**config.mk**
```make
export PLATFORM = sky130hd
export DESIGN_NAME = ac_rms_meter_with_smoothing
export DESIGN_NICKNAME = d
export VERILOG_FILES = /design/src/design/arm_pkg.sv /design/src/design/ac_rms_meter_with_smoothing.sv /design/src/design/arm_mul.sv /design/src/design/arm_div.sv /design/src/design/arm_sqrt.sv
export VERILOG_INCLUDE_DIRS = /design/src /design/src/design
export SDC_FILE = /design/constraint.sdc
export NUM_CORES = 2
export LEC_CHECK = 0
export BUFFER_PORTS_ARGS = -buffer_cell sky130_fd_sc_hd__clkbuf_2
export CELL_PAD_IN_SITES_DETAIL_PLACEMENT = 1
export CELL_PAD_IN_SITES_GLOBAL_PLACEMENT = 1
export CORE_MARGIN = 2
export CORE_UTILIZATION = 51
export DETAILED_ROUTE_END_ITERATION = 16
export PLACE_DENSITY_LB_ADDON = 0.1
export SYNTH_ARGS = -nofsm -noshare
export SYNTH_HDL_FRONTEND = slang
export SYNTH_HIERARCHICAL = 1
export SYNTH_SLANG_ARGS = --single-unit
```
**constraint.sdc**
```tcl
create_clock -name clk -period 6.3 [get_ports clk]
set_input_delay 0 -clock clk [delete_from_list [all_inputs] [get_ports clk]]
set_output_delay 0 -clock clk [all_outputs]
set_load 0.005 [all_outputs]
```
**src/design/ac_rms_meter_with_smoothing_defines.svh**
```systemverilog
// Assertion macros for the RMS meter.
`ifndef AC_RMS_METER_WITH_SMOOTHING_DEFINES_SVH
`define AC_RMS_METER_WITH_SMOOTHING_DEFINES_SVH
`ifndef NO_ASSERTIONS
`define ARM_ASSERT(lbl, prop, msg) \
    lbl: assert property (@(posedge clk) disable iff (!rst_n) prop) else $error(msg);
`define ARM_ASSERT_IMPL(lbl, pre, post, msg) \
    lbl: assert property (@(posedge clk) disable iff (!rst_n) (pre) |-> (post)) \
        else $error(msg);
`else
`define ARM_ASSERT(lbl, prop, msg)
`define ARM_ASSERT_IMPL(lbl, pre, post, msg)
`endif
`endif

```
**src/design/arm_pkg.sv**
```systemverilog
// Shared constants and types of the RMS meter.
`default_nettype none
package arm_pkg;
    localparam int MAX_WINDOW  = 4096;
    localparam int SAMPLE_BITS = 16;
    localparam int LEN_W       = 13;
    localparam int SUM_W       = 29;
    localparam int MEAN_W      = 25;

    localparam logic [2:0] REG_WINDOW_LEN    = 3'd0;
    localparam logic [2:0] REG_SMOOTH_WEIGHT = 3'd1;
    localparam logic [2:0] REG_VOLTAGE_SCALE = 3'd2;
    localparam logic [2:0] REG_CURRENT_SCALE = 3'd3;
    localparam logic [2:0] REG_CURRENT_FLOOR = 3'd4;
    localparam logic [2:0] REG_VOLTAGE_START = 3'd5;

    localparam logic [12:0] WINDOW_LEN_RST    = 13'd17;
    localparam logic [15:0] SMOOTH_WEIGHT_RST = 16'd26214;
    localparam logic [23:0] VOLTAGE_SCALE_RST = 24'd1615952;
    localparam logic [23:0] CURRENT_SCALE_RST = 24'd34342;
    localparam logic [15:0] CURRENT_FLOOR_RST = 16'd983;
    localparam logic [31:0] VOLTAGE_START_RST = 32'd14417920;

    typedef enum logic [8:0] {
        ST_IDLE      = 9'b000000001,
        ST_MEAN_DIV  = 9'b000000010,
        ST_SQ_MUL    = 9'b000000100,
        ST_RMS_DIV   = 9'b000001000,
        ST_SQRT      = 9'b000010000,
        ST_SCALE_MUL = 9'b000100000,
        ST_EMA_MUL1  = 9'b001000000,
        ST_EMA_MUL2  = 9'b010000000,
        ST_FINISH    = 9'b100000000
    } state_t;
endpackage
`default_nettype wire

```
**src/design/ac_rms_meter_with_smoothing.sv**
```systemverilog
// Top level: per-channel offset removal, RMS, scaling and exponential smoothing.
// A mean-window word is taken at once; a closing one waits for the 64-step divider.
// An RMS-window word runs the serial square; the closing word goes on through square,
// 64-step divider, 32-step root and three 32-step multiplies, plus any wait for the output.
// Reset is asynchronous: registers return to defaults, both channels start a mean window.
`default_nettype none
`include "ac_rms_meter_with_smoothing_defines.svh"
module ac_rms_meter_with_smoothing
    import arm_pkg::*;
(
    input  wire logic        clk,
    input  wire logic        rst_n,
    input  wire logic        cfg_we,
    input  wire logic [2:0]  cfg_index,
    input  wire logic [31:0] cfg_data,
    input  wire logic        s_axis_tvalid,
    output logic             s_axis_tready,
    input  wire logic [15:0] s_axis_tdata,  // sample
    input  wire logic        s_axis_tuser,  // channel
    output logic             m_axis_tvalid,
    input  wire logic        m_axis_tready,
    output logic [55:0]      m_axis_tdata,  // rms_code, smoothed_value
    output logic             m_axis_tuser   // out_channel
);
    state_t state_reg, state_next;

    logic [12:0] window_len_reg;
    logic [15:0] smooth_weight_reg;
    logic [23:0] voltage_scale_reg;
    logic [23:0] current_scale_reg;
    logic [15:0] current_floor_reg;

    logic [1:0]              phase_reg;
    logic [1:0][LEN_W-1:0]   count_reg;
    logic [1:0][SUM_W-1:0]   sum_reg;
    logic [1:0][MEAN_W-1:0]  mean_reg;
    logic [1:0][63:0]        sq_reg;
    logic [1:0][31:0]        smooth_reg;

    logic             ch_reg;
    logic             neg_reg;
    logic [LEN_W-1:0] n_reg;
    logic [31:0]      inst_reg;
    logic [31:0]      res_value_reg;
    logic [23:0]      res_rms_reg;
    logic             out_valid_reg;
    logic             out_ch_reg;
    logic [31:0]      out_value_reg;
    logic [23:0]      out_rms_reg;

    logic mul_start, mul_busy, mul_done;
    logic div_start, div_busy, div_done;
    logic sqrt_start, sqrt_busy, sqrt_done;
    logic [31:0] mul_a, mul_b;
    logic [63:0] mul_add, mul_p;
    logic [63:0] div_in, div_q;
    logic [LEN_W-1:0] div_r;
    logic [31:0] root;

    logic             in_acc;
    logic             ch;
    logic [LEN_W-1:0] len_eff;
    logic [LEN_W-1:0] n_new;
    logic [SUM_W-1:0] sum_new;
    logic [37:0]      num;
    logic [37:0]      num_mag;
    logic [25:0]      dev;
    logic [24:0]      dev_mag;
    logic [MEAN_W-1:0] mean_q;
    logic [23:0]      rms_sat;
    logic [32:0]      acc_sh;
    logic [31:0]      acc_sat;
    logic [31:0]      acc_fin;
    logic             out_free;

    assign in_acc   = s_axis_tvalid && s_axis_tready;
    assign ch       = s_axis_tuser;
    assign out_free = !out_valid_reg || m_axis_tready;

    always_comb
    begin
        priority if (window_len_reg == 13'd0)
            len_eff = 13'd1;
        else if (window_len_reg > 13'(MAX_WINDOW))
            len_eff = 13'(MAX_WINDOW);
        else
            len_eff = window_len_reg;
    end

    assign n_new   = count_reg[ch] + 13'd1;
    assign sum_new = sum_reg[ch] + {{(SUM_W-SAMPLE_BITS){s_axis_tdata[15]}}, s_axis_tdata};
    // Rounded numerator of the mean in steps of 1/256: sum * 256 + n / 2.
    assign num     = {sum_new[SUM_W-1], sum_new, 8'd0} + {26'd0, n_new[12:1]};
    assign num_mag = num[37] ? -num : num;
    assign dev     = {{2{s_axis_tdata[15]}}, s_axis_tdata, 8'd0}
                   - {mean_reg[ch][MEAN_W-1], mean_reg[ch]};
    assign dev_mag = dev[25] ? 25'(-dev) : dev[24:0];

    // Floor division: a negative numerator with a remainder rounds one further down.
    assign mean_q  = neg_reg ? MEAN_W'(-(div_q[24:0] + {24'd0, div_r != '0})) : div_q[24:0];
    assign rms_sat = (root > 32'hFFFFFF) ? 24'hFFFFFF : root[23:0];
    assign acc_sh  = mul_p[48:16];
    assign acc_sat = acc_sh[32] ? 32'hFFFFFFFF : acc_sh[31:0];
    assign acc_fin = (ch_reg && acc_sat < {16'd0, current_floor_reg}) ? 32'd0 : acc_sat;

    always_comb
    begin
        state_next = state_reg;
        mul_start  = 1'b0;
        div_start  = 1'b0;
        sqrt_start = 1'b0;
        mul_a      = {7'd0, dev_mag};
        mul_b      = {7'd0, dev_mag};
        mul_add    = sq_reg[ch];
        div_in     = {26'd0, num_mag};
        unique case (state_reg)
            ST_IDLE:
            begin
                if (in_acc)
                begin
                    if (!phase_reg[ch])
                    begin
                        if (n_new >= len_eff)
                        begin
                            div_start  = 1'b1;
                            state_next = ST_MEAN_DIV;
                        end
                    end
                    else
                    begin
                        mul_start  = 1'b1;
                        state_next = ST_SQ_MUL;
                    end
                end
            end
            ST_MEAN_DIV:
            begin
                if (div_done)
                    state_next = ST_IDLE;
            end
            ST_SQ_MUL:
            begin
                div_in = mul_p;
                if (mul_done)
                begin
                    if (n_reg < len_eff)
                        state_next = ST_IDLE;
                    else
                    begin
                        div_start  = 1'b1;
                        state_next = ST_RMS_DIV;
                    end
                end
            end
            ST_RMS_DIV:
            begin
                if (div_done)
                begin
                    sqrt_start = 1'b1;
                    state_next = ST_SQRT;
                end
            end
            ST_SQRT:
            begin
                mul_a   = {8'd0, rms_sat};
                mul_b   = {8'd0, ch_reg ? current_scale_reg : voltage_scale_reg};
                mul_add = 64'd32768;
                if (sqrt_done)
                begin
                    mul_start  = 1'b1;
                    state_next = ST_SCALE_MUL;
                end
            end
            ST_SCALE_MUL:
            begin
                mul_a   = smooth_reg[ch_reg];
                mul_b   = 32'h10000 - {16'd0, smooth_weight_reg};
                mul_add = 64'd32768;
                if (mul_done)
                begin
                    mul_start  = 1'b1;
                    state_next = ST_EMA_MUL1;
                end
            end
            ST_EMA_MUL1:
            begin
                mul_a   = inst_reg;
                mul_b   = {16'd0, smooth_weight_reg};
                mul_add = mul_p;
                if (mul_done)
                begin
                    mul_start  = 1'b1;
                    state_next = ST_EMA_MUL2;
                end
            end
            ST_EMA_MUL2:
            begin
                if (mul_done)
                    state_next = ST_FINISH;
            end
            ST_FINISH:
            begin
                if (out_free)
                    state_next = ST_IDLE;
            end
            default:
            begin
                state_next = ST_IDLE;
            end
        endcase
    end

    always_ff @(posedge clk or negedge rst_n)
    begin
        if (!rst_n)
        begin
            state_reg         <= ST_IDLE;
            window_len_reg    <= WINDOW_LEN_RST;
            smooth_weight_reg <= SMOOTH_WEIGHT_RST;
            voltage_scale_reg <= VOLTAGE_SCALE_RST;
            current_scale_reg <= CURRENT_SCALE_RST;
            current_floor_reg <= CURRENT_FLOOR_RST;
            phase_reg         <= '0;
            count_reg         <= '0;
            sum_reg           <= '0;
            mean_reg          <= '0;
            sq_reg            <= '0;
            // Voltage smoothing starts at its default; REG_VOLTAGE_START writes are ignored.
            smooth_reg[0]     <= VOLTAGE_START_RST;
            smooth_reg[1]     <= 32'd0;
            out_valid_reg     <= 1'b0;
        end
        else
        begin
            state_reg <= state_next;
            if (cfg_we)
            begin
                unique case (cfg_index)
                    REG_WINDOW_LEN:    window_len_reg    <= cfg_data[12:0];
                    REG_SMOOTH_WEIGHT: smooth_weight_reg <= cfg_data[15:0];
                    REG_VOLTAGE_SCALE: voltage_scale_reg <= cfg_data[23:0];
                    REG_CURRENT_SCALE: current_scale_reg <= cfg_data[23:0];
                    REG_CURRENT_FLOOR: current_floor_reg <= cfg_data[15:0];
                    REG_VOLTAGE_START: ;
                    default: ;
                endcase
            end
            if (state_reg == ST_IDLE && in_acc && !phase_reg[ch])
            begin
                count_reg[ch] <= n_new;
                sum_reg[ch]   <= sum_new;
            end
            if (state_reg == ST_MEAN_DIV && div_done)
            begin
                mean_reg[ch_reg]  <= mean_q;
                phase_reg[ch_reg] <= 1'b1;
                count_reg[ch_reg] <= '0;
                sum_reg[ch_reg]   <= '0;
                sq_reg[ch_reg]    <= '0;
            end
            if (state_reg == ST_SQ_MUL && mul_done)
            begin
                sq_reg[ch_reg]    <= mul_p;
                count_reg[ch_reg] <= n_reg;
            end
            if (state_reg == ST_EMA_MUL2 && mul_done)
            begin
                smooth_reg[ch_reg] <= acc_fin;
                phase_reg[ch_reg]  <= 1'b0;
                count_reg[ch_reg]  <= '0;
                sum_reg[ch_reg]    <= '0;
                sq_reg[ch_reg]     <= '0;
            end
            if (state_reg == ST_FINISH && out_free)
                out_valid_reg <= 1'b1;
            else if (m_axis_tready)
                out_valid_reg <= 1'b0;
        end
    end

    always_ff @(posedge clk)
    begin
        if (state_reg == ST_IDLE && in_acc)
        begin
            ch_reg  <= ch;
            n_reg   <= n_new;
            neg_reg <= num[37];
        end
        if (state_reg == ST_SQRT && sqrt_done)
            res_rms_reg <= rms_sat;
        if (state_reg == ST_SCALE_MUL && mul_done)
            inst_reg <= mul_p[47:16];
        if (state_reg == ST_EMA_MUL2 && mul_done)
            res_value_reg <= acc_fin;
        if (state_reg == ST_FINISH && out_free)
        begin
            out_ch_reg    <= ch_reg;
            out_value_reg <= res_value_reg;
            out_rms_reg   <= res_rms_reg;
        end
    end

    arm_mul u_mul (
        .clk     (clk),
        .rst_n   (rst_n),
        .start   (mul_start),
        .mcand   (mul_a),
        .mplier  (mul_b),
        .addend  (mul_add),
        .busy    (mul_busy),
        .done    (mul_done),
        .product (mul_p)
    );

    arm_div u_div (
        .clk       (clk),
        .rst_n     (rst_n),
        .start     (div_start),
        .dividend  (div_in),
        .divisor   (state_reg == ST_IDLE ? n_new : n_reg),
        .busy      (div_busy),
        .done      (div_done),
        .quotient  (div_q),
        .remainder (div_r)
    );

    arm_sqrt u_sqrt (
        .clk      (clk),
        .rst_n    (rst_n),
        .start    (sqrt_start),
        .radicand (div_q),
        .busy     (sqrt_busy),
        .done     (sqrt_done),
        .root     (root)
    );

    assign s_axis_tready = (state_reg == ST_IDLE);
    assign m_axis_tvalid = out_valid_reg;
    assign m_axis_tdata  = {out_rms_reg, out_value_reg};
    assign m_axis_tuser  = out_ch_reg;

    `ARM_ASSERT_IMPL(a_idle_units, in_acc, !mul_busy && !div_busy && !sqrt_busy,
        "word accepted while an arithmetic unit is busy")
    `ARM_ASSERT(a_one_unit, $onehot0({mul_busy, div_busy, sqrt_busy}),
        "more than one arithmetic unit busy")
    `ARM_ASSERT_IMPL(a_out_source, $rose(m_axis_tvalid), $past(state_reg == ST_FINISH),
        "result word raised outside the finish step")
endmodule
`default_nettype wire

```
**src/design/arm_mul.sv**
```systemverilog
// Shift-and-add multiplier with addend, one multiplier bit per cycle.
`default_nettype none
module arm_mul
    import arm_pkg::*;
(
    input  wire logic        clk,
    input  wire logic        rst_n,
    input  wire logic        start,
    input  wire logic [31:0] mcand,
    input  wire logic [31:0] mplier,
    input  wire logic [63:0] addend,
    output logic             busy,
    output logic             done,
    output logic [63:0]      product
);
    logic [63:0] mcand_reg, mcand_next;
    logic [31:0] mplier_reg, mplier_next;
    logic [63:0] acc_reg, acc_next;
    logic [4:0]  cnt_reg, cnt_next;
    logic        busy_reg, busy_next;
    logic        done_reg, done_next;

    always_comb
    begin
        mcand_next  = mcand_reg;
        mplier_next = mplier_reg;
        acc_next    = acc_reg;
        cnt_next    = cnt_reg;
        busy_next   = busy_reg;
        done_next   = 1'b0;
        if (start)
        begin
            mcand_next  = {32'd0, mcand};
            mplier_next = mplier;
            acc_next    = addend;
            cnt_next    = 5'd0;
            busy_next   = 1'b1;
        end
        else if (busy_reg)
        begin
            if (mplier_reg[0])
            begin
                acc_next = acc_reg + mcand_reg;
            end
            mcand_next  = {mcand_reg[62:0], 1'b0};
            mplier_next = {1'b0, mplier_reg[31:1]};
            cnt_next    = cnt_reg + 5'd1;
            if (cnt_reg == 5'd31)
            begin
                busy_next = 1'b0;
                done_next = 1'b1;
            end
        end
    end

    always_ff @(posedge clk or negedge rst_n)
    begin
        if (!rst_n)
        begin
            busy_reg <= 1'b0;
            done_reg <= 1'b0;
            cnt_reg  <= 5'd0;
        end
        else
        begin
            busy_reg <= busy_next;
            done_reg <= done_next;
            cnt_reg  <= cnt_next;
        end
    end

    always_ff @(posedge clk)
    begin
        mcand_reg  <= mcand_next;
        mplier_reg <= mplier_next;
        acc_reg    <= acc_next;
    end

    assign busy    = busy_reg;
    assign done    = done_reg;
    assign product = acc_reg;
endmodule
`default_nettype wire

```
**src/design/arm_div.sv**
```systemverilog
// Restoring divider of a 64-bit word by the sample count, one quotient bit per cycle.
`default_nettype none
module arm_div
    import arm_pkg::*;
(
    input  wire logic             clk,
    input  wire logic             rst_n,
    input  wire logic             start,
    input  wire logic [63:0]      dividend,
    input  wire logic [LEN_W-1:0] divisor,
    output logic                  busy,
    output logic                  done,
    output logic [63:0]           quotient,
    output logic [LEN_W-1:0]      remainder
);
    logic [63:0]      quo_reg, quo_next;
    logic [LEN_W-1:0] rem_reg, rem_next;
    logic [LEN_W-1:0] dsr_reg, dsr_next;
    logic [5:0]       cnt_reg, cnt_next;
    logic             busy_reg, busy_next;
    logic             done_reg, done_next;
    logic [LEN_W:0]   trial;

    always_comb
    begin
        quo_next  = quo_reg;
        rem_next  = rem_reg;
        dsr_next  = dsr_reg;
        cnt_next  = cnt_reg;
        busy_next = busy_reg;
        done_next = 1'b0;
        trial     = {rem_reg, quo_reg[63]};
        if (start)
        begin
            quo_next  = dividend;
            rem_next  = '0;
            dsr_next  = divisor;
            cnt_next  = 6'd0;
            busy_next = 1'b1;
        end
        else if (busy_reg)
        begin
            if (trial >= {1'b0, dsr_reg})
            begin
                rem_next = LEN_W'(trial - {1'b0, dsr_reg});
                quo_next = {quo_reg[62:0], 1'b1};
            end
            else
            begin
                rem_next = trial[LEN_W-1:0];
                quo_next = {quo_reg[62:0], 1'b0};
            end
            cnt_next = cnt_reg + 6'd1;
            if (cnt_reg == 6'd63)
            begin
                busy_next = 1'b0;
                done_next = 1'b1;
            end
        end
    end

    always_ff @(posedge clk or negedge rst_n)
    begin
        if (!rst_n)
        begin
            busy_reg <= 1'b0;
            done_reg <= 1'b0;
            cnt_reg  <= 6'd0;
        end
        else
        begin
            busy_reg <= busy_next;
            done_reg <= done_next;
            cnt_reg  <= cnt_next;
        end
    end

    always_ff @(posedge clk)
    begin
        quo_reg <= quo_next;
        rem_reg <= rem_next;
        dsr_reg <= dsr_next;
    end

    assign busy      = busy_reg;
    assign done      = done_reg;
    assign quotient  = quo_reg;
    assign remainder = rem_reg;
endmodule
`default_nettype wire

```
**src/design/arm_sqrt.sv**
```systemverilog
// Integer square root of a 64-bit word, one root bit per cycle.
`default_nettype none
module arm_sqrt
    import arm_pkg::*;
(
    input  wire logic        clk,
    input  wire logic        rst_n,
    input  wire logic        start,
    input  wire logic [63:0] radicand,
    output logic             busy,
    output logic             done,
    output logic [31:0]      root
);
    logic [63:0] val_reg, val_next;
    logic [34:0] rem_reg, rem_next;
    logic [31:0] root_reg, root_next;
    logic [4:0]  cnt_reg, cnt_next;
    logic        busy_reg, busy_next;
    logic        done_reg, done_next;
    logic [34:0] trial_rem;
    logic [34:0] trial;

    always_comb
    begin
        val_next  = val_reg;
        rem_next  = rem_reg;
        root_next = root_reg;
        cnt_next  = cnt_reg;
        busy_next = busy_reg;
        done_next = 1'b0;
        trial_rem = {rem_reg[32:0], val_reg[63:62]};
        trial     = {1'b0, root_reg, 2'b01};
        if (start)
        begin
            val_next  = radicand;
            rem_next  = '0;
            root_next = '0;
            cnt_next  = 5'd0;
            busy_next = 1'b1;
        end
        else if (busy_reg)
        begin
            val_next = {val_reg[61:0], 2'b00};
            if (trial_rem >= trial)
            begin
                rem_next  = trial_rem - trial;
                root_next = {root_reg[30:0], 1'b1};
            end
            else
            begin
                rem_next  = trial_rem;
                root_next = {root_reg[30:0], 1'b0};
            end
            cnt_next = cnt_reg + 5'd1;
            if (cnt_reg == 5'd31)
            begin
                busy_next = 1'b0;
                done_next = 1'b1;
            end
        end
    end

    always_ff @(posedge clk or negedge rst_n)
    begin
        if (!rst_n)
        begin
            busy_reg <= 1'b0;
            done_reg <= 1'b0;
            cnt_reg  <= 5'd0;
        end
        else
        begin
            busy_reg <= busy_next;
            done_reg <= done_next;
            cnt_reg  <= cnt_next;
        end
    end

    always_ff @(posedge clk)
    begin
        val_reg  <= val_next;
        rem_reg  <= rem_next;
        root_reg <= root_next;
    end

    assign busy = busy_reg;
    assign done = done_reg;
    assign root = root_reg;
endmodule
`default_nettype wire

```
==> impl_metrics.toml <==
[clocking]
cts_tree = "yes"
clock_tree.root_cell = "sky130_fd_sc_hd__clkbuf_16"
clock_insertion_delay_at_the_later_pin_of_the_skew_report_ps = 740
htreeDepth = 3
cts_resized = 0
cts.repair_timing.setup_buffer_count = 0
cts-root-to-sink-buffers = 3
cts_hold_buffers = 39
clkTransAtPathRegs_ps = 70
clock_buffer_count_from_cts = 111
clock_sinks = 992

[sta]
final_period_demand_of_the_worst_path_ps = 5800
timing.final.ws_setup_ps = 496
period_share = 0.921
clock-skew-final_ps = 56.1
timing.slew.headroom = 0.0555
fmaxAchievable_mhz = 172
timing.final.max_slew_violations = 0
final_report_setup_violation_count = 0
final.setup.tns_ps = 0
tightestPinTransition_ps = 1410
rsz_0062_raised_after_global_routing = "no"
timing.final.hold_violations = 0

[worst_setup_path]
worst-endpoint-arrival_ps = 6290
critical_path.max_fanout = 6
critical-path-slowest-cell = "sky130_fd_sc_hd__xor2_2"
critical_path.n_buffers_inverters = 1
worstSetupPathType = "flop to flop"
setup.worst_path.start_class = "flop"
critPathRequiredTime_ps = 6780
slowest_delay_ps = 420
cp-end-kind = "flop"
critical_path.top_delay_family = "compound AO/OA/AOI/OAI gates"
crit_path_cell_trace = "mux2_2 -> ha_1 -> inv_1 -> a211oi_1 -> nand3b_1 -> xor2_2 -> ha_1 -> a21o_1 -> a21o_1 -> a21oi_1 -> or3_1 -> nor3_1 -> nand3_1 -> o31a_1 -> a211oi_1 -> nand4_1 -> o31ai_1 -> xnor2_1 -> a21oi_1 -> mux2_2"

[power_and_ir_drop]
seq_power_share = 0.348
clockPowerShare = 0.283
switching_share = 0.368
total_switching_power_w = 0.00894
cell_internal_pwr_w = 0.0153
power-per-cell-area_nw_per_um2 = 380
leakagePower_nw = 26.2
p_comb_frac = 0.368
peak_supply_drop_uv = 301

[place]
io_buffers = 107
place_ws_ps = 544
hpwl_um = 128000
gp_congestion = 0.932
dp.cells = 7109

[synthesis]
synth.cells.most_frequent = "sky130_fd_sc_hd__nand2_1, sky130_fd_sc_hd__nor2_1, sky130_fd_sc_hd__edfxtp_1"
yosys_warnings = 6
post_synthesis_sequential_area_ratio = 0.461
ys_seq_elements = 992
syn-instance-count = 5732
syn-cell-area_um2 = 57400
synth_top_cells_by_area = "sky130_fd_sc_hd__edfxtp_1, sky130_fd_sc_hd__dfrtp_1, sky130_fd_sc_hd__mux2_2, sky130_fd_sc_hd__ha_1, sky130_fd_sc_hd__mux2i_1"
netlist.area_leader.share = 0.224
synth_cell_types = 126
synth_async_sr_flop_share = 0.457
netlist.top_cell.by_area = "sky130_fd_sc_hd__edfxtp_1"
most_used_standard_cell_by_instance_count_after_synthesis = "sky130_fd_sc_hd__nand2_1"
synth.avg_cell_area_um2 = 10.0
synth-edff-count = 429
top_reg_cell_synth = "sky130_fd_sc_hd__edfxtp_1"

[die]
design.portCount = 116
initial_utilization = 0.512
core_area_um2 = 112000
die_area_um2 = 115000
height_of_the_chip_um = 340
die_x_um = 340
number_of_cell_rows = 123

[global_route]
global_route.overflow_total = 0
grt_max_degree = 144
first_global_vias = 47500
grt_first_pass_wirelength_um = 287000
gr_util_all_layers = 0.317
antenna_found_initial = 2

[routing]
detail_route.wl_per_cell_um = 25.2
pre_repair_dr_iteration_count = 6
final_antenna_net_count = 0
remaining_drc_errors = 0
vias = 46100
first_iter_violations = 3728
drt_wl_total_um = 185000
viasPerCell = 6.26

[layout]
largest_register_ff_count = 128
fin_nets = 6056
layout.cells.non_filler = 7362
number_of_fillers_in_the_final_layout = 12200
final_layout_size_suffix_gt1_frac = 0.148
multi_input_area_um2 = 29100
area_growth_syn_to_layout_pct = 11.3
final-seq-area_um2 = 26500

[hold_path]
hold_path_class = "primary input to flop"

[job]
maxCapViolations = 0

[outcome]
status = "complete, no violations"
## through the flow
step / total power (W) / hold WS [ps] / utilization / area [um^2]
after floorplan: 0.0147 / -296 / - / 57500
after global placement: 0.0169 / 55.9 / 0.532 / 59600
after detailed placement: 0.0173 / 52.8 / 0.532 / 59600
after CTS: 0.0243 / 26.7 / 0.570 / 63900
after global routing: 0.0256 / 56.6 / 0.570 / 63900
final: 0.0243 / 71.0 / 0.570 / 63900
## power by group through the flow
stage | clock network (W) | logic [W] | registers, W
floorplan | 0 | 0.00643 | 0.00823
global placement | 0 | 0.00842 | 0.00849
detailed placement | 0 | 0.00874 | 0.00853
CTS | 0.00697 | 0.00886 | 0.00843
global route | 0.00721 | 0.00982 | 0.00854
finish | 0.00688 | 0.00894 | 0.00845
## metal layers
metal  up-vias  track usage  share of wire
met3       328       0.0414          0.049
li1      21000            -              -
met1     23600        0.432           0.44
met4         0        0.103          0.033
met2      1199        0.525           0.47
met5         -            0              0
## worst reg2reg max path, stage by stage (launching register included)
cell and delay (ps):
sky130_fd_sc_hd__dfrtp_1 390, sky130_fd_sc_hd__mux2_2 220, sky130_fd_sc_hd__ha_1 190, sky130_fd_sc_hd__inv_1 70, sky130_fd_sc_hd__a211oi_1 380, sky130_fd_sc_hd__nand3b_1 240, sky130_fd_sc_hd__xor2_2 430, sky130_fd_sc_hd__ha_1 210
sky130_fd_sc_hd__a21o_1 140, sky130_fd_sc_hd__a21o_1 110, sky130_fd_sc_hd__a21oi_1 90, sky130_fd_sc_hd__or3_1 420, sky130_fd_sc_hd__nor3_1 400, sky130_fd_sc_hd__nand3_1 340, sky130_fd_sc_hd__o31a_1 420, sky130_fd_sc_hd__a211oi_1 370
sky130_fd_sc_hd__nand4_1 300, sky130_fd_sc_hd__o31ai_1 320, sky130_fd_sc_hd__xnor2_1 160, sky130_fd_sc_hd__a21oi_1 80, sky130_fd_sc_hd__mux2_2 280
## final timing paths
check                                 from                    to  slack [ps]  cells past startpoint
max                           count_reg[0]    u_div/quotient[35]         500                     20
min in group asynchronous            rst_n  current_scale_reg[1]         560                      3
min                           s_axis_tuser              n_reg[0]          70                      3
min reg2reg                res_rms_reg[16]       out_rms_reg[16]         420                      0
max reg2reg                   count_reg[0]    u_div/quotient[35]         500                     20
max in group asynchronous            rst_n     window_len_reg[7]        4690                      4
## kinds of logic after synthesis
family                     synth area share
other                             0.0000653
xor gates and xnor gates             0.0379
adders and majority gates            0.0524
and+or+nand+nor                       0.143
muxes                                 0.106
DFF                                   0.461
AOI/OAI and AO/OA                     0.163
buffers and inverters                0.0358
## layout by cell type (no fill, tap or decap), drive strengths merged, types with 34 or more instances in the layout
cell         count
o21ai          359
ha             234
nand4           63
nand2          694
nor2           463
dfxtp          110
nand3           91
buf             98
dlygate4sd3     38
a21o           100
edfxtp         429
a22o           128
and3            42
inv            197
o211ai          48
mux2i          271
dfstp           37
dfrtp          416
a21oi          312
o2111ai         34
a211oi          56
xnor2          148
and2            53
mux2           302
or2             44
clkbuf         267
nor4            40
nor2b           34
xor2            98
nor3            91
o31ai          124
or3             42
## cell type report
cell class,instances,area share
Multi-Input combinational cell,4220,0.455
Timing Repair Buffer,242,0.0287
Clock inverter,51,0.00993
Inverter,194,0.0115
Tap cell,1500,0.0294
Sequential cell,992,0.414
Antenna cell,2,0.0000784
Clock buffer,161,0.0512
(Power assumes the default switching activity.)
